<file path="src/sv/rocauc_pkg.sv">
// Shared types and constants for the ROC AUC engine.
package rocauc_pkg;

    localparam int SCORE_W = 32;
    localparam int MAX_ITEMS_DEF = 256;
    localparam int FRACTION_BITS_DEF = 16;

    typedef enum logic [2:0] {
        ST_LOAD,
        ST_WALK,
        ST_MUL,
        ST_START,
        ST_DIV
    } state_t;

    typedef struct packed {
        logic                      valid;
        logic                      positive;
        logic signed [SCORE_W-1:0] score;
    } cell_data_t;

    typedef struct packed {
        logic insert;
        logic drain;
    } cell_ctl_t;

endpackage

</file>
<file path="src/sv/rocauc_cell.sv">
// One cell of the sorted insertion chain; holds one score and label.
module rocauc_cell (
    input  logic                                 aclk,
    input  logic                                 aresetn,
    input  rocauc_pkg::cell_ctl_t                ctl,
    input  logic signed [rocauc_pkg::SCORE_W-1:0] new_score,
    input  logic                                 new_positive,
    input  logic                                 prev_take,
    input  rocauc_pkg::cell_data_t               prev_data,
    input  rocauc_pkg::cell_data_t               next_data,
    output logic                                 take,
    output rocauc_pkg::cell_data_t               data
);

    logic                                  valid_reg;
    logic                                  positive_reg;
    logic signed [rocauc_pkg::SCORE_W-1:0] score_reg;

    // A cell yields its place when it is empty or holds a strictly lower score.
    assign take = !valid_reg || (score_reg < new_score);

    assign data.valid    = valid_reg;
    assign data.positive = positive_reg;
    assign data.score    = score_reg;

    always_ff @(posedge aclk) begin
        if (!aresetn) begin
            valid_reg <= 1'b0;
        end else if (ctl.insert) begin
            if (prev_take) begin
                valid_reg <= prev_data.valid;
            end else if (take) begin
                valid_reg <= 1'b1;
            end
        end else if (ctl.drain) begin
            valid_reg <= next_data.valid;
        end
    end

    always_ff @(posedge aclk) begin
        if (ctl.insert) begin
            if (prev_take) begin
                positive_reg <= prev_data.positive;
                score_reg    <= prev_data.score;
            end else if (take) begin
                positive_reg <= new_positive;
                score_reg    <= new_score;
            end
        end else if (ctl.drain) begin
            positive_reg <= next_data.positive;
            score_reg    <= next_data.score;
        end
    end

endmodule

</file>
<file path="config.mk">
export PLATFORM = sky130hd
export DESIGN_NAME = rocauc_cell
export DESIGN_NICKNAME = d
export VERILOG_FILES = /design/src/sv/rocauc_pkg.sv /design/src/sv/rocauc_cell.sv
export SDC_FILE = /design/constraint.sdc
export NUM_CORES = 1
export LEC_CHECK = 0
export BUFFER_PORTS_ARGS = -buffer_cell sky130_fd_sc_hd__buf_4
export CAP_MARGIN = 20
export CORE_UTILIZATION = 30
export CTS_CLUSTER_SIZE = 24
export DETAILED_ROUTE_END_ITERATION = 12
export GPL_TIMING_DRIVEN = 0
export HOLD_SLACK_MARGIN = 0.06
export PLACE_DENSITY = 0.68
export SLEW_MARGIN = 25
export SYNTH_ARGS = -nofsm -noshare
export SYNTH_HDL_FRONTEND = slang
export SYNTH_SLANG_ARGS = --single-unit
</file>
<file path="constraint.sdc">
create_clock -name aclk -period 7.2 [get_ports aclk]
set_clock_uncertainty 0.05 [all_clocks]
set_input_delay 1.08 -clock aclk [delete_from_list [all_inputs] [get_ports aclk]]
set_output_delay 1.08 -clock aclk [all_outputs]
set_load 0.01 [all_outputs]
</file>
== Yosys cells after proc, flatten, opt, wreduce, memory -nomap -nowiden ==
Index checks and enable logic that the tools add are counted.

* Multiplexer cells: 12
* Equality and inequality tests: 1
* Magnitude comparators: 1
* Reductions and logical operators: 4

{| class="wikitable"
|+ Operator list
! kind !! number
|-
| $mux 32 || 4
|-
| $lt 32x32->1 || 1
|-
| $mux 1 || 8
|-
| $ne 3x1->1 const B || 1
|-
| $reduce_and 2->1 || 1
|-
| $reduce_bool 2->1 || 1
|-
| $logic_not 1->1 || 1
|-
| $logic_or 1x1->1 || 1
|}

* Register bits after elaboration: 34
* Logic and storage cells: 21

== Logic depth before layout (Yosys ltp) ==
Gate-level depths: netlist of run 1.

* Depth after elaboration: 5
* Mapped depth: 8

== Worst setup path after synthesis of run 1 ==
No wires, ideal clock.

* Path type: input to output
* From: in new_score[11] (netlist bit)
* To: out take
* Path buffers: 0
* Data required time: 6.070 ns
* Slack: 3.557 ns
* Data arrival time: 2.513 ns
* Cell stages on the path: 8
* Cell sequence: inv_1 -> ha_1 -> and4_1 -> o211ai_1 -> a2111o_1 -> a31oi_1 -> nor2_1 -> mux2i_1

* Longest elaborated chain between the ends: 2

{| class="wikitable"
|+ Ends and longest elaborated chain
! element !! RTL line !! text
|-
| start: declaration || rocauc_cell.sv:6 || <nowiki>input logic signed [rocauc_pkg::SCORE_W-1:0] new_score,</nowiki>
|-
| $lt 32x32->1 || rocauc_cell.sv:20 || <nowiki>assign take = !valid_reg || (score_reg < new_score);</nowiki>
|-
| $logic_or 1x1->1 || rocauc_cell.sv:20 ||
|-
| end: declaration || rocauc_cell.sv:11 || <nowiki>output logic take,</nowiki>
|}

Every way passes these cells.

== Worst setup path after layout of run 1 ==
* From: in new_score[31] (netlist bit)
* To: out take

The elaborated chain is that of the path after synthesis.

==> results of run 1 <==
-- through the flow --
step,util,setup WS [ps],area (um^2)
after floorplan,-,3560,2560
after global placement,0.452,2770,3730
after detailed placement,0.455,2980,3760
after CTS,0.465,2980,3840
after global routing,0.465,2750,3840
final,0.465,3020,3840
-- routing by layer --
| metal | wire length [um] | track usage | share of wire | vias up |
|---|---|---|---|---|
| met5 | 0 | 0 | 0 | - |
| met2 | 3720 | 0.303 | 0.50 | 96 |
| met4 | 46 | 0.0321 | 0.0062 | 0 |
| met3 | 524 | 0.0411 | 0.071 | 5 |
| met1 | 3100 | 0.202 | 0.42 | 1105 |
| li1 | - | - | - | 1251 |
-- cell families after synthesis --
group | synth area share
simple gates | 0.110
buf+inv | 0.0718
flops | 0.395
compound gates | 0.135
mux | 0.137
fa+ha+maj | 0.151
-- cells in the final DEF (no fill, tap or decap), types with 2 or more instances in the layout --
master    count
clkbuf_1      8
nand2_1      13
buf_1         2
ha_1         31
edfxtp_1     33
a21oi_1      47
buf_2         3
clkbuf_8      5
nand3_1       2
nand4_1       2
inv_1        32
o21ai_0       6
nor2_1       38
mux2i_1      34
buf_4       140
-- worst max path at each step --
stage | start | to | cells past startpoint
global placement | new_score[31] | score_reg[9]$_DFFE_PP_ | 9
CTS | new_score[31] | take | 10
floorplan | new_score[11] | take | 8
detailed placement | new_score[31] | take | 10
global route | new_score[31] | take | 10
finish | new_score[31] | take | 10
-- power by group through the flow --
stage               clock network [mW]  registers, mW  logic [mW]
floorplan                            0          0.266      0.0857
global placement                     0          0.258       0.192
detailed placement                   0          0.259       0.199
CTS                              0.144          0.255       0.200
global route                     0.154          0.257       0.220
finish                           0.138          0.255       0.197
-- final cells by class --
cell class | count | area [um^2] | area share
plain buffers | 14 | 63.8 | 0.0166
well taps | 105 | 131 | 0.0342
flip-flops and latches | 34 | 1010 | 0.263
repair buffers | 139 | 1060 | 0.277
clock inverters | 2 | 8.76 | 0.00228
multi-input cells | 192 | 1370 | 0.356
clock buffers | 6 | 72.6 | 0.0189
inverters | 32 | 120 | 0.0313
-- tightest hold or removal path, cell delays in order, from the launching register on --
cell and delay (ps):
dfxtp_1 380, mux2_2 170, o221a_2 170
==> results.yml, run 1 <==
sta:
  fin_crit_sh: 0.580
  slew_violations: 0
  fin_crit_ps: 4180
  worstMarginPinSlew_ps: 579
  fmax_mhz: 239
  finalHoldViolations: 0
  slew_headroom: 0.614
  final.setup.tns_ps: 0
  setup_violations: 0
  hold_slack_ps: 698
  rsz0062_at_grt: "false"
routing:
  ant_nets: 0
  drt-initial-drc-count: 64
  totalWireLength_um: 7390
  drcViolationCount: 0
  wl_per_cell_um: 14.1
  vias: 2457
  viasPerCell: 4.69
  drt-pass1-iter-count: 4
yosys:
  synth_cell_types: 33
  synthArstFlopShare: 0
  synth_edf_count: 33
  avgSynthCellArea_um2: 9.42
  synth.most_common_cell: "a21oi_1"
  synth.net_count: 409
  synth_area_leader_cell: "edfxtp_1"
  synthTopCellsByArea: "edfxtp_1, ha_1, mux2i_1"
  synth_ff_type: "edfxtp_1"
  ys_ff_latch: 34
  post_synth_most_frequent_cells: "a21oi_1, nor2_1, mux2i_1"
  netlist_area_mm2: 0.00256
  yosysWarnings: 0
  ys_seq_area_frac: 0.395
  synth_top_area_share: 0.387
  synthCells: 272
setup_path:
  cp_top_family: "simple AND/OR/NAND/NOR gates"
  cp_slowest_cell: "nor4_1"
  cp.required_ps: 6070
  cp.arrival_ps: 3050
  worst_r2r_startpoint: "score_reg[31]$_DFFE_PP_"
  crit_path_end_kind: "output pin"
  critical_path.most_common_cell: "buf_4"
  reg2reg_slack_ps: 4250
  r2r_end: "score_reg[1]$_DFFE_PP_"
  timing.critical_path.buf_inv: 3
  r2r_cells: 8
  cp_max_fo: 4
  crit_path_start_kind: "primary input"
  max_stage_delay_ps: 530
  crit_type: "primary input to output pin"
  cp_cell_sequence: "buf_4 > inv_1 > ha_1 > nand4_1 > nor4_1 > nand2_1 > a31oi_1 > nor2_1 > mux2i_1 > buf_4"
final_layout:
  area_growth_pct: 49.9
  finalNonFillerCells: 524
  antenna_cells: 0
  fill_cells: 869
  nNetsFinal: 555
  largest_reg_flops: 32
  drive_gt1_frac: 0.370
place:
  portBuffers: 138
  gp_congestion: 0.766
  dp_hpwl_um: 6060
  dp_cells: 516
power:
  power.static_leakage_nw: 1.92
  p_sw_mw: 0.173
  peakVddDrop_mv: 0.0614
  p_clk_frac: 0.234
  total_power_mw: 0.589
  power_density_mw_per_mm2: 153
  combinationalPowerShare: 0.334
  intPower_mw: 0.416
  swShare: 0.294
  pwr-share-seq: 0.432
floorplan:
  core_mm2: 0.00826
  die-width_um: 94.4
  initial_core_util: 0.310
  die-area_mm2: 0.00892
  die_h_um: 94.4
  rows: 33
  ios: 141
cts:
  cts_resized: 0
  cts.path.max_buffers: 2
  clk_pin_slew_ps: 70
  cts_tree: "built"
  cts-root-buf: "clkbuf_8"
  cts_setup_buffers: 0
  numCtsBuffers: 5
  postCtsHoldBufs: 0
  cts.sinks: 34
  htreeDepth: 2
  insertion_delay_ps: 280
global_routing:
  antenna_found_initial: 0
  overflow: 0
  grt_pass1_vias: 2448
  grt_usage: 0.168
  grt_pass1_wl_um: 11400
  grt_start_max_net_pins: 20
min_path:
  whs_path_depth: 2
  holdPathEnd: "valid_reg$_SDFFE_PN0P_"
  holdCritStartpoint: "valid_reg$_SDFFE_PN0P_"
  hold_path.class: "flip-flop to flip-flop"
run_status:
  status: "finished clean"
run:
  drv_cap: 0
(Power assumes the default switching activity.)
==> inputs of run 2 (changes only) <==
--- a/config.mk
+++ b/config.mk
@@ -12,7 +12,7 @@
 export DETAILED_ROUTE_END_ITERATION = 12
 export GPL_TIMING_DRIVEN = 0
 export HOLD_SLACK_MARGIN = 0.06
-export PLACE_DENSITY = 0.68
+export PLACE_DENSITY = 0.7
 export SLEW_MARGIN = 25
 export SYNTH_ARGS = -nofsm -noshare
 export SYNTH_HDL_FRONTEND = slang
==> constraint.sdc (replaced) <==
create_clock -name aclk -period 3.6 [get_ports aclk]
set_clock_uncertainty 0.05 [all_clocks]
set_input_delay 0.54 -clock aclk [delete_from_list [all_inputs] [get_ports aclk]]
set_output_delay 0.54 -clock aclk [all_outputs]
set_load 0.01 [all_outputs]
==> run 2 against run 1 <==
Net effect:
- critical path depth down 2
- final area about the same
- non-clock buffer count unchanged
- sequential cell count unchanged
- sequential power up 99%
- clock power up 100%
- sequential share of layout area about the same
- combinational power up 100%
- count of clock-buffer cells in the layout up 2
- register-to-register slack worse by 3600 ps
- hold slack worse by 230 ps
- critical endpoint unchanged
==> results.yml, run 2 (synthesis results as in run 1) <==
run_status:
  status: "finished clean"
min_path:
  hold_path.class: "primary input to flip-flop"
final_layout:
  largest_reg_flops: 32
  drive_gt1_frac: 0.368
  nNetsFinal: 555
  antenna_cells: 0
  postLayoutCoreUtil: 0.465
  final_cell_area_mm2: 0.00384
  fill_cells: 848
  final_cell_mix: "buf_4, a21oi_1, nor2_1"
  layout_commonest_cell: "buf_4"
  area_growth_pct: 49.8
sta:
  layout_setup_ws_ps: 459
  fin_crit_ps: 3140
  fin_crit_sh: 0.872
  hold_slack_ps: 464
  slew_headroom: 0.618
  finalHoldViolations: 0
  setup_violations: 0
  rsz0062_at_grt: "false"
  fmax_mhz: 318
  slew_violations: 0
  worstMarginPinSlew_ps: 573
place:
  portBuffers: 138
  place_area_mm2: 0.00376
  dp_slack_ps: 363
  gp_congestion: 0.732
  dp_hpwl_um: 6030
global_routing:
  overflow: 0
  grt_usage: 0.169
  antenna_found_initial: 0
  grt_pass1_wl_um: 11500
  grt_pass1_vias: 2477
  grt_start_max_net_pins: 20
routing:
  vias: 2488
  ant_nets: 0
  wl_per_cell_um: 14.1
  totalWireLength_um: 7400
  drt-pass1-iter-count: 4
  drt-initial-drc-count: 38
  viasPerCell: 4.75
  drcViolationCount: 0
cts:
  htreeDepth: 2
  insertion_delay_ps: 280
  cts.sinks: 34
  numCtsBuffers: 5
  postCtsHoldBufs: 0
  cts-root-buf: "clkbuf_8"
  cts.path.max_buffers: 2
  cts_tree: "built"
  cts_setup_buffers: 0
  cts_resized: 0
  clk_pin_slew_ps: 70
run:
  drv_cap: 0
floorplan:
  die-area_mm2: 0.00892
  initial_core_util: 0.310
  die_h_um: 94.4
  ios: 141
  die-width_um: 94.4
  rows: 33
  core_mm2: 0.00826
setup_path:
  max_stage_delay_ps: 500
  cp_slowest_cell: "nor4_1"
  crit_path_end_kind: "output pin"
  cp.arrival_ps: 2550
  cp_max_fo: 4
  crit_type: "flip-flop to output pin"
  crit_path_start_kind: "flip-flop"
  cp.required_ps: 3010
  cp_cell_sequence: "ha_1 > nand4_1 > nor4_1 > nand2_1 > a31oi_1 > nor2_1 > mux2i_1 > buf_4"
power:
  peakVddDrop_mv: 0.145
  total_power_mw: 1.18
  power.static_leakage_nw: 1.91
  power_density_mw_per_mm2: 307
## run 2: power breakdown
group          internal [mW]  switching [mW]  leakage, nW
Clock                  0.138           0.138       0.0395
Combinational          0.213           0.181         1.54
Sequential             0.486          0.0227        0.336
## run 2: final timing paths
| path | startpoint | endpoint | slack [ps] | depth (start not counted) |
|---|---|---|---|---|
| max | score_reg[31]$_DFFE_PP_ | take | 460 | 8 |
| min | aresetn | valid_reg$_SDFFE_PN0P_ | 460 | 2 |
| max reg2reg | score_reg[31]$_DFFE_PP_ | score_reg[20]$_DFFE_PP_ | 680 | 8 |
| min reg2reg | valid_reg$_SDFFE_PN0P_ | valid_reg$_SDFFE_PN0P_ | 690 | 2 |
## run 2: final cells by class
type	count	area [um^2]	share of cell area
buffer	14	63.8	0.0166
clock buffer	8	80.1	0.0209
inverter	32	120	0.0313
multi-input combinational	192	1370	0.357
sequential	34	1010	0.263
tap	105	131	0.0342
timing repair buffer	139	1060	0.277
## run 2: stage by stage
step	cells	setup TNS, ps
6_report	524	0
5_1_grt	524	0
4_1_cts	524	0
3_5_place_dp	516	0
3_3_place_gp	515	-8440
2_1_floorplan	272	0
## run 2: critical path, delay by kind of cell, from the launching register on
family | cells | cell delay (ps)
multiplexers | 1 | 160
flip-flops | 1 | 390
AND/OR/NAND/NOR | 4 | 920
adder cells (fa/ha/maj) | 1 | 360
buffers and inverters | 1 | 150
AO/OA/AOI/OAI | 1 | 290
## run 2: routing by layer
metal / global-route usage / routed length [um] / up-vias
met3: 0.0491 / 559 / 9
met4: 0.0436 / 109 / 0
met5: 0 / 0 / -
met2: 0.313 / 3720 / 93
li1: - / - / 1252
met1: 0.188 / 3010 / 1134
