--- config.mk ---
export PLATFORM = sky130hd
export DESIGN_NAME = rocauc_div
export DESIGN_NICKNAME = d
export VERILOG_FILES = /design/src/sv/rocauc_pkg.sv /design/src/sv/rocauc_div.sv
export SDC_FILE = /design/constraint.sdc
export NUM_CORES = 1
export LEC_CHECK = 0
export BUFFER_PORTS_ARGS = -buffer_cell sky130_fd_sc_hd__buf_2
export CAP_MARGIN = 20
export CELL_PAD_IN_SITES_DETAIL_PLACEMENT = 0
export CELL_PAD_IN_SITES_GLOBAL_PLACEMENT = 1
export CORE_UTILIZATION = 35
export CTS_BUF_LIST = sky130_fd_sc_hd__clkbuf_2 sky130_fd_sc_hd__clkbuf_4 sky130_fd_sc_hd__clkbuf_8
export DETAILED_ROUTE_END_ITERATION = 8
export PLACE_DENSITY_LB_ADDON = 0.1
export SYNTH_ARGS = -nofsm -noshare
export SYNTH_HDL_FRONTEND = slang
export SYNTH_SLANG_ARGS = --single-unit
--- constraint.sdc ---
create_clock -name aclk -period 3.6 [get_ports aclk]
set_input_delay 0.36 -clock aclk [delete_from_list [all_inputs] [get_ports aclk]]
set_output_delay 0.36 -clock aclk [all_outputs]
set_load 0.1 [all_outputs]
--- src/sv/rocauc_pkg.sv ---
// Shared types and constants for the ROC AUC engine.
package rocauc_pkg;

    localparam int SCORE_W = 32;
    localparam int MAX_ITEMS_DEF = 256;
    localparam int FRACTION_BITS_DEF = 16;

    typedef enum logic [2:0] {
        ST_LOAD,
        ST_WALK,
        ST_MUL,
        ST_START,
        ST_DIV
    } state_t;

    typedef struct packed {
        logic                      valid;
        logic                      positive;
        logic signed [SCORE_W-1:0] score;
    } cell_data_t;

    typedef struct packed {
        logic insert;
        logic drain;
    } cell_ctl_t;

endpackage

--- src/sv/rocauc_div.sv ---
// Restoring divider that yields a truncated fraction one bit per cycle.
module rocauc_div #(
    parameter int SUM_W = 18,
    parameter int FRACTION_BITS = rocauc_pkg::FRACTION_BITS_DEF
) (
    input  logic                   aclk,
    input  logic                   aresetn,
    input  logic                   start,
    input  logic [SUM_W-1:0]       num,
    input  logic [SUM_W-1:0]       den,
    output logic                   busy,
    output logic [FRACTION_BITS:0] quot
);

    localparam int CNT_W = $clog2(FRACTION_BITS + 2);

    logic [SUM_W:0]         rem_reg;
    logic [SUM_W-1:0]       den_reg;
    logic [FRACTION_BITS:0] quot_reg;
    logic [CNT_W-1:0]       cnt_reg;
    logic                   busy_reg;
    logic                   bit_ge;
    logic [SUM_W:0]         diff;
    logic [SUM_W-1:0]       rem_next;

    assign diff     = rem_reg - {1'b0, den_reg};
    assign bit_ge   = rem_reg >= {1'b0, den_reg};
    assign rem_next = bit_ge ? diff[SUM_W-1:0] : rem_reg[SUM_W-1:0];
    assign busy     = busy_reg;
    assign quot     = quot_reg;

    always_ff @(posedge aclk) begin
        if (!aresetn) begin
            busy_reg <= 1'b0;
            cnt_reg  <= '0;
        end else if (start) begin
            busy_reg <= 1'b1;
            cnt_reg  <= CNT_W'(FRACTION_BITS + 1);
        end else if (busy_reg) begin
            cnt_reg <= cnt_reg - 1'b1;
            if (cnt_reg == CNT_W'(1)) begin
                busy_reg <= 1'b0;
            end
        end
    end

    always_ff @(posedge aclk) begin
        if (start) begin
            rem_reg  <= {1'b0, num};
            den_reg  <= den;
            quot_reg <= '0;
        end else if (busy_reg) begin
            rem_reg  <= {rem_next, 1'b0};
            quot_reg <= {quot_reg[FRACTION_BITS-1:0], bit_ge};
        end
    end

endmodule

== After elaboration in Yosys (flattened, before gate mapping) ==
Cells that the tools add are included.
Storage, ports and cells
  register bits: 60
  input bits: 39
  output and inout bits: 18
  logic and storage cells: 22
Operators by class
  add/subtract/negate cells: 2
  order comparisons: 1
  equal/unequal tests: 1
  multiplexer cells: 8
  bitwise logic cells: 1
  reductions and logical operators: 2
Operators by type and width (number)
  18-bit two-way mux: 3
  19-bit by 18-bit greater-or-equal comparator with 1-bit output: 1
  18-bit subtractor: 1
  5-bit two-way mux: 2
  5-bit by 1-bit equality test with 1-bit output, second input constant: 1
  5-bit by 1-bit subtractor with 5-bit output, second input constant: 1
  1-bit two-way mux: 3
  2-bit nonzero test: 1
  2-bit OR reduction: 1
  1-bit NOT: 1

== Longest topological paths before layout ==
Gate-level depths: netlist of run 1.
  depth in word-level cells: 4
  mapped depth: 11
  mapped depth without buffers: 9

== Least setup slack after synthesis of run 1 ==
OpenSTA, ideal clock, no wires.
  kind: register -> register
  start: register rem_reg[4]
  end: register rem_reg[14] (data pin)
  data arrival time: 2.121 ns
  required time: 3.342 ns
  setup slack: 1.221 ns
  cell stages (with the launch flop): 10
  clock period less this slack: 2.379 ns
  cells stage by stage: edfxtp_1 > ha_1 > a21o_1 > a31oi_2 > a211oi_2 > o31ai_2 > buf_4 > buf_6 > nand3_1 > o221a_2
On the way
  word-level cells in the longest chain between the ends: 4
  elaborated cells between the ends (all ways): 5
  those cells by class: 1 x add/sub; 1 x order compare; 3 x mux
RTL lines
  from (decl): line rocauc_div.sv:17  | logic [SUM_W:0] rem_reg;
  from (signal assigned): line rocauc_div.sv:49  | rem_reg <= {1'b0, num};
  from (signal assigned): line rocauc_div.sv:53  | rem_reg <= {rem_next, 1'b0};
  18-bit subtractor or 19-bit by 18-bit greater-or-equal comparator with 1-bit output (tied branches): line rocauc_div.sv:26, rocauc_div.sv:27
  18-bit two-way mux *: line rocauc_div.sv:28  | assign rem_next = bit_ge ? diff[SUM_W-1:0] : rem_reg[SUM_W-1:0];
  18-bit two-way mux *: line rocauc_div.sv:52  | end else if (busy_reg) begin
  18-bit two-way mux *: line rocauc_div.sv:48  | if (start) begin
Every way passes the cells marked *; elsewhere a longest branch is shown, timed or not. The select of a mux whose other input is x is not followed.
A chain may end at the register's enable or synchronous reset.

== Worst setup path in the final report of run 1 ==
  start: register rem_reg[6]
  end: register rem_reg[10] (data pin)
The elaborated chain is that of the path after synthesis.

==> flow_summary.json, run 1 <==
{
  "cp-start-kind": "flip-flop",
  "die_x_um": 103,
  "synthToLayoutAreaGrowth_pct": 17.6,
  "grtUsageTotal_pct": 17.8,
  "antenna_found_initial": 0,
  "p_clk_share_pct": 26.4,
  "ys.flop_type": "edfxtp_1",
  "fp.dieH_um": 103,
  "cts-resized-gates": 0,
  "final.period_utilization_pct": 75.6,
  "drt-initial-drc-count": 114,
  "worstMarginPinSlew_ns": 0.859,
  "final_util_pct": 42.7,
  "status": "completed",
  "n_fill_cell": 1030,
  "synthMuxAreaShare_pct": 5.34,
  "dp_hpwl_mm": 6.24,
  "maxSlewViolCount": 0,
  "combPwrFrac_pct": 39.9,
  "max_freq_ghz": 0.367,
  "antennaDiodeCount": 0,
  "power.switching_uw": 990,
  "skew_ns": 0.00942,
  "critPathMaxFanout": 8,
  "grt_pass1_wl_mm": 14.1,
  "core_region_area_um2": 9820,
  "grt_setup_unrepaired": "false",
  "cts_made_buffers": 9,
  "dpl_worst_slack_ns": 0.877,
  "async_reset_ff_share_pct": 0,
  "synth_area_per_cell_um2": 9.93,
  "p_per_area_nw_per_um2": 643,
  "tns_ns": 0,
  "synth_seq_area_share_pct": 43.8,
  "crit_required_ns": 3.68,
  "clockBufferDepth": 2,
  "port-buffer-count": 56,
  "synth_area_um2": 3560,
  "gr-total-overflow": 0,
  "drc": 0,
  "wl_mm": 8.67,
  "path_class": "flip-flop to flip-flop",
  "arrival_ns": 2.80,
  "clk_latency_ns": 0.34,
  "place.gp.congestion": 0.828,
  "drt-pass1-iter-count": 5,
  "synth_cell_types": 56,
  "power_leakage_uw": 0.00175,
  "rows": 36,
  "dp.cells": 536,
  "io_pins": 57,
  "synth_top_family_by_area": "compound AO/OA/AOI/OAI gates",
  "cap_violations": 0,
  "min_path_type": "input port to flip-flop",
  "clkSinkCount": 60,
  "vias_per_cell": 5.18,
  "period_needed_ns": 2.72,
  "yosys_warnings": 0,
  "slew_headroom_pct": 42.6,
  "p_int_uw": 1710,
  "total_power_uw": 2700,
  "seq_power_share_pct": 33.7,
  "swShare_pct": 36.7,
  "final_common_cell": "buf_2",
  "ant_nets": 0,
  "wl_per_cell_um": 15.7,
  "nets": 474,
  "synth-seq-cells": 60,
  "endpoint_kind": "flip-flop",
  "ir_drop_v": 0.000238,
  "cts-root-buf": "clkbuf_8",
  "clkTransAtPathRegs_ns": 0.08,
  "ctsHoldBuffers": 0,
  "vias": 2862,
  "post_cts_buffers": 0,
  "htree_levels": 3,
  "layoutNonFillerInstCount": 552,
  "synthXorXnorAreaFrac_pct": 3.69,
  "start_util_pct": 36.3,
  "synth_edf_count": 36,
  "largest_register_ffs": 19,
  "grt_pass1_vias": 2868,
  "drive_above_1_share_pct": 21.7,
  "synthSimpleGateAreaFrac_pct": 16.1,
  "worst_slack_ns": 0.877,
  "netlist_instances": 359,
  "synth_compound_area_share_pct": 18.1,
  "grt_max_degree": 45,
  "hold_viol": 0,
  "setup_violations": 0,
  "synth_fa_ha_area_share_pct": 7.58,
  "final_cell_mix": "56 x buf_2, 36 x edfxtp_1, 34 x nor2_1",
  "cts_tree": "done",
  "syn_nets": 419,
  "die_area_um2": 10600
}
-- Yosys cell counts (2+ instances only) --
master     count  area (um2)
a2111oi_0      2        17.5
a211o_1        3        26.3
a211oi_1       4        30.0
a211oi_2       2        25.0
a21boi_0       2        15.0
a21o_1         6        45.0
a21oi_1       15        75.1
a31oi_1        3        18.8
a41oi_1        6        52.6
and2_1         9        56.3
and3_1         4        25.0
buf_1          2        7.51
buf_2          6        30.0
buf_6          2        22.5
clkbuf_1       7        26.3
dfxtp_1       24         480
edfxtp_1      36        1080
ha_1          20         250
inv_1         26        97.6
mux2i_1       19         190
nand2_1       21        78.8
nand2b_1       3        18.8
nand3_1        9        45.0
nand4_1       11        68.8
nor2_1        34         128
nor2b_1        4        25.0
nor3_1         8        40.0
nor4_1         4        25.0
o211ai_1       4        30.0
o21ai_0       10        50.1
o221a_2        4        45.0
o311ai_0       4        35.0
o311ai_1       2        17.5
o31ai_1        7        52.6
or3_1          2        12.5
xnor2_1        9        78.8
xor2_1         6        52.6
-- kinds of logic after synthesis --
group,after synthesis
XOR/XNOR,15
adder cells (fa/ha/maj),21
flip-flops,60
multiplexers,19
buffers and inverters,44
AND/OR/NAND/NOR,115
AO/OA/AOI/OAI,85
-- routing by layer --
layer / part of all wire, % / routed length (um) / vias up / GRT usage, %
met4: 1.2 / 103 / 0 / 6.18
met1: 49 / 4260 / 1346 / 23.2
li1: - / - / 1446 / -
met5: 0 / 0 / - / 0
met3: 3.7 / 318 / 10 / 3.19
met2: 46 / 3990 / 60 / 29.8
-- critical path, stage by stage (launching register included) --
cell,delay (ns)
edfxtp_1,0.40
ha_1,0.40
a21o_1,0.22
a211oi_2,0.37
nor2_1,0.13
o31ai_2,0.38
buf_4,0.23
a21o_1,0.21
o211ai_1,0.12
-- through the flow --
step | hold slack, ns | area [um2]
after global routing | 0.166 | 4190
after floorplan | 0.459 | 3560
final | 0.193 | 4190
after CTS | 0.180 | 4190
after global placement | 0.473 | 3960
after detailed placement | 0.489 | 3960
-- power by group through the flow --
stage                     clock network (uW)  registers (uW)  logic, uW
final                                    711             909       1080
after global routing                     770             918       1200
after CTS                                732             911       1080
after detailed placement                   0             926       1070
after global placement                     0             926       1080
after floorplan                            0             919        824
-- path summary, 6_finish.rpt --
path	start	to	slack (ns)	depth (start not counted)
hold reg to reg	cnt_reg[1]	cnt_reg[1]	0.51	2
setup reg to reg	rem_reg[6]	rem_reg[10]	0.88	8
setup / recovery	rem_reg[6]	rem_reg[10]	0.88	8
hold / removal	den[3]	den_reg[3]	0.19	1
-- cell type report --
type                    count  area, um2  share of cell area, %
multi-input cells         255       1810                   43.2
flip-flops and latches     60       1560                   37.3
repair buffers             62        325                   7.76
well taps                 133        166                   3.97
clock buffers              12        159                   3.79
inverters                  26       97.6                   2.33
clock inverters             4       71.3                   1.70
Note: power is estimated with default switching activity, not from simulation.
==> run 2, diff against run 1 <==
- clock period: 3.6 -> 2.8 ns (I/O delays scaled with it)
==> run 2 against run 1 <==
Final cell count up 0.72%. Critical path depth stayed put. Clock power up 3.7%. Largest cell class unchanged. Combinational power is 32% higher. Highest routed layer unchanged. Flip-flop and latch count did not move. Sequential power up 29%. Via count is 1.8% higher.
==> flow_summary.json, run 2 (synthesis gave the netlist of run 1 again) <==
{
  "crit_required_ns": 2.89,
  "tns_ns": 0,
  "maxSlewViolCount": 0,
  "port-buffer-count": 56,
  "worstHoldStart": "den[4]",
  "clkSinkCount": 60,
  "vias": 2914,
  "r2r_end": "rem_reg[10]",
  "htree_levels": 3,
  "post_cts_buffers": 0,
  "cts_tree": "done",
  "reg2reg_slack_ns": 0.13,
  "status": "completed",
  "setup_violations": 0,
  "path_common_cell": "a21o_1",
  "gr-total-overflow": 0,
  "endpoint_kind": "flip-flop",
  "wl_per_cell_um": 16.1,
  "arrival_ns": 2.76,
  "cp_slowest_stage_delay_ns": 0.41,
  "die_area_um2": 10600,
  "grtUsageMet2_pct": 27.7,
  "max_freq_ghz": 0.374,
  "dpl_cell_area_um2": 3990,
  "critPathMaxFanout": 9,
  "rows": 36,
  "final_cell_mix": "56 x buf_2, 36 x edfxtp_1, 34 x nor2_1",
  "grt_use_met1_pct": 26.1,
  "reg2reg_depth": 8,
  "grt_pass1_wl_mm": 14.4,
  "drt-initial-drc-count": 151,
  "drive_above_1_share_pct": 22.5,
  "cts-resized-gates": 0,
  "nets": 478,
  "start_util_pct": 36.3,
  "path_buf_inv": 1,
  "path_class": "flip-flop to flip-flop",
  "r2r_start": "rem_reg[6]",
  "cp_top_family": "compound AO/OA/AOI/OAI gates",
  "cap_violations": 0,
  "io_pins": 57,
  "cts-root-buf": "clkbuf_8",
  "path_cells": "ha_1 -> a21o_1 -> a211oi_4 -> nor2_1 -> o31ai_2 -> buf_4 -> a21o_1 -> o211ai_1",
  "ctsHoldBuffers": 0,
  "largest_register_ffs": 19,
  "final.period_utilization_pct": 95.4,
  "min_path_type": "input port to flip-flop",
  "slew_headroom_pct": 43.8,
  "fp.dieH_um": 103,
  "drc": 0,
  "core_region_area_um2": 9820,
  "clkTransAtPathRegs_ns": 0.08,
  "place.gp.congestion": 0.852,
  "antennaDiodeCount": 0,
  "vias_per_cell": 5.24,
  "synthToLayoutAreaGrowth_pct": 17.3,
  "drt-pass1-iter-count": 4,
  "period_needed_ns": 2.67,
  "grt_setup_unrepaired": "false",
  "grt_max_degree": 45,
  "final_common_cell": "buf_2",
  "clockBufferDepth": 2,
  "ir_drop_v": 0.000339,
  "clk_latency_ns": 0.35,
  "top_usage_layer": "met2",
  "power_leakage_uw": 0.00175,
  "use_met3_pct": 3.93,
  "p_per_area_nw_per_um2": 798,
  "final_util_pct": 42.6,
  "skew_ns": 0.00595,
  "die_x_um": 103,
  "worstMarginPinSlew_ns": 0.842,
  "final_cell_area_um2": 4180,
  "cts_made_buffers": 9,
  "dp_hpwl_mm": 6.45,
  "grtUsageTotal_pct": 18.3,
  "cp_slowest_cell": "edfxtp_1",
  "min_to": "den_reg[4]",
  "ant_nets": 0,
  "hold_viol": 0,
  "antenna_found_initial": 0,
  "hold_depth": 1,
  "grt_pass1_vias": 2705,
  "wl_mm": 8.94,
  "cp-start-kind": "flip-flop"
}
-- run 2: changes by cell type in the layout (fill, tap and decap cells not counted), sizes merged --
cell | previous run | this run
clkbuf | 12 | 9
inv | 27 | 31
buf | 62 | 66
bufinv | 2 | 0
clkinv | 1 | 2
-- run 2: power breakdown --
group,internal [uW],total (uW),leakage (uW),switching (uW)
Clock,334,737,0.0000953,404
Combinational,569,1430,0.00110,860
Sequential,1090,1170,0.000554,80.3
Total,1990,3340,0.00175,1340
-- run 2: final cells by class --
| class | count | area (um2) |
|---|---|---|
| well taps | 133 | 166 |
| inverters | 26 | 97.6 |
| flip-flops and latches | 60 | 1560 |
| clock buffers | 9 | 124 |
| fillers | 1029 | 5640 |
| clock inverters | 7 | 55.1 |
| repair buffers | 66 | 355 |
| multi-input cells | 255 | 1820 |
-- run 2: worst register-to-register path, delay by kind of cell, from the launching register on --
kind,cells,cell delay [ns]
fa+ha+maj,1,0.40
simple gates,1,0.12
compound gates,5,1.24
flops,1,0.41
buf+inv,1,0.24
-- run 2: worst max-delay path by stage --
stage,start,to,slack [ns],depth (start not counted)
4_1_cts,rem_reg[6],rem_reg[10],0.13,8
3_5_place_dp,rem_reg[6],rem_reg[10],0.17,8
6_report,rem_reg[6],rem_reg[10],0.13,8
3_3_place_gp,rem_reg[6],rem_reg[10],0.16,8
2_1_floorplan,rem_reg[4],rem_reg[14],0.42,9
5_1_grt,rem_reg[4],rem_reg[16],0.009,8
-- run 2: routing by layer --
layer | up-vias | part of all wire (%)
li1 | 1457 | -
met2 | 78 | 45
met5 | - | 0
met4 | 0 | 1.2
met1 | 1370 | 49
met3 | 9 | 5.0
-- run 2: stage by stage --
step,hold slack (ns),setup WS [ns],total power (uW),std cells
floorplan,0.379,0.421,2240,359
global placement,0.457,0.158,2610,540
detailed placement,0.458,0.165,2600,540
CTS,0.0898,0.132,3360,556
global route,0.0795,0.00928,3600,556
finish,0.102,0.130,3340,556
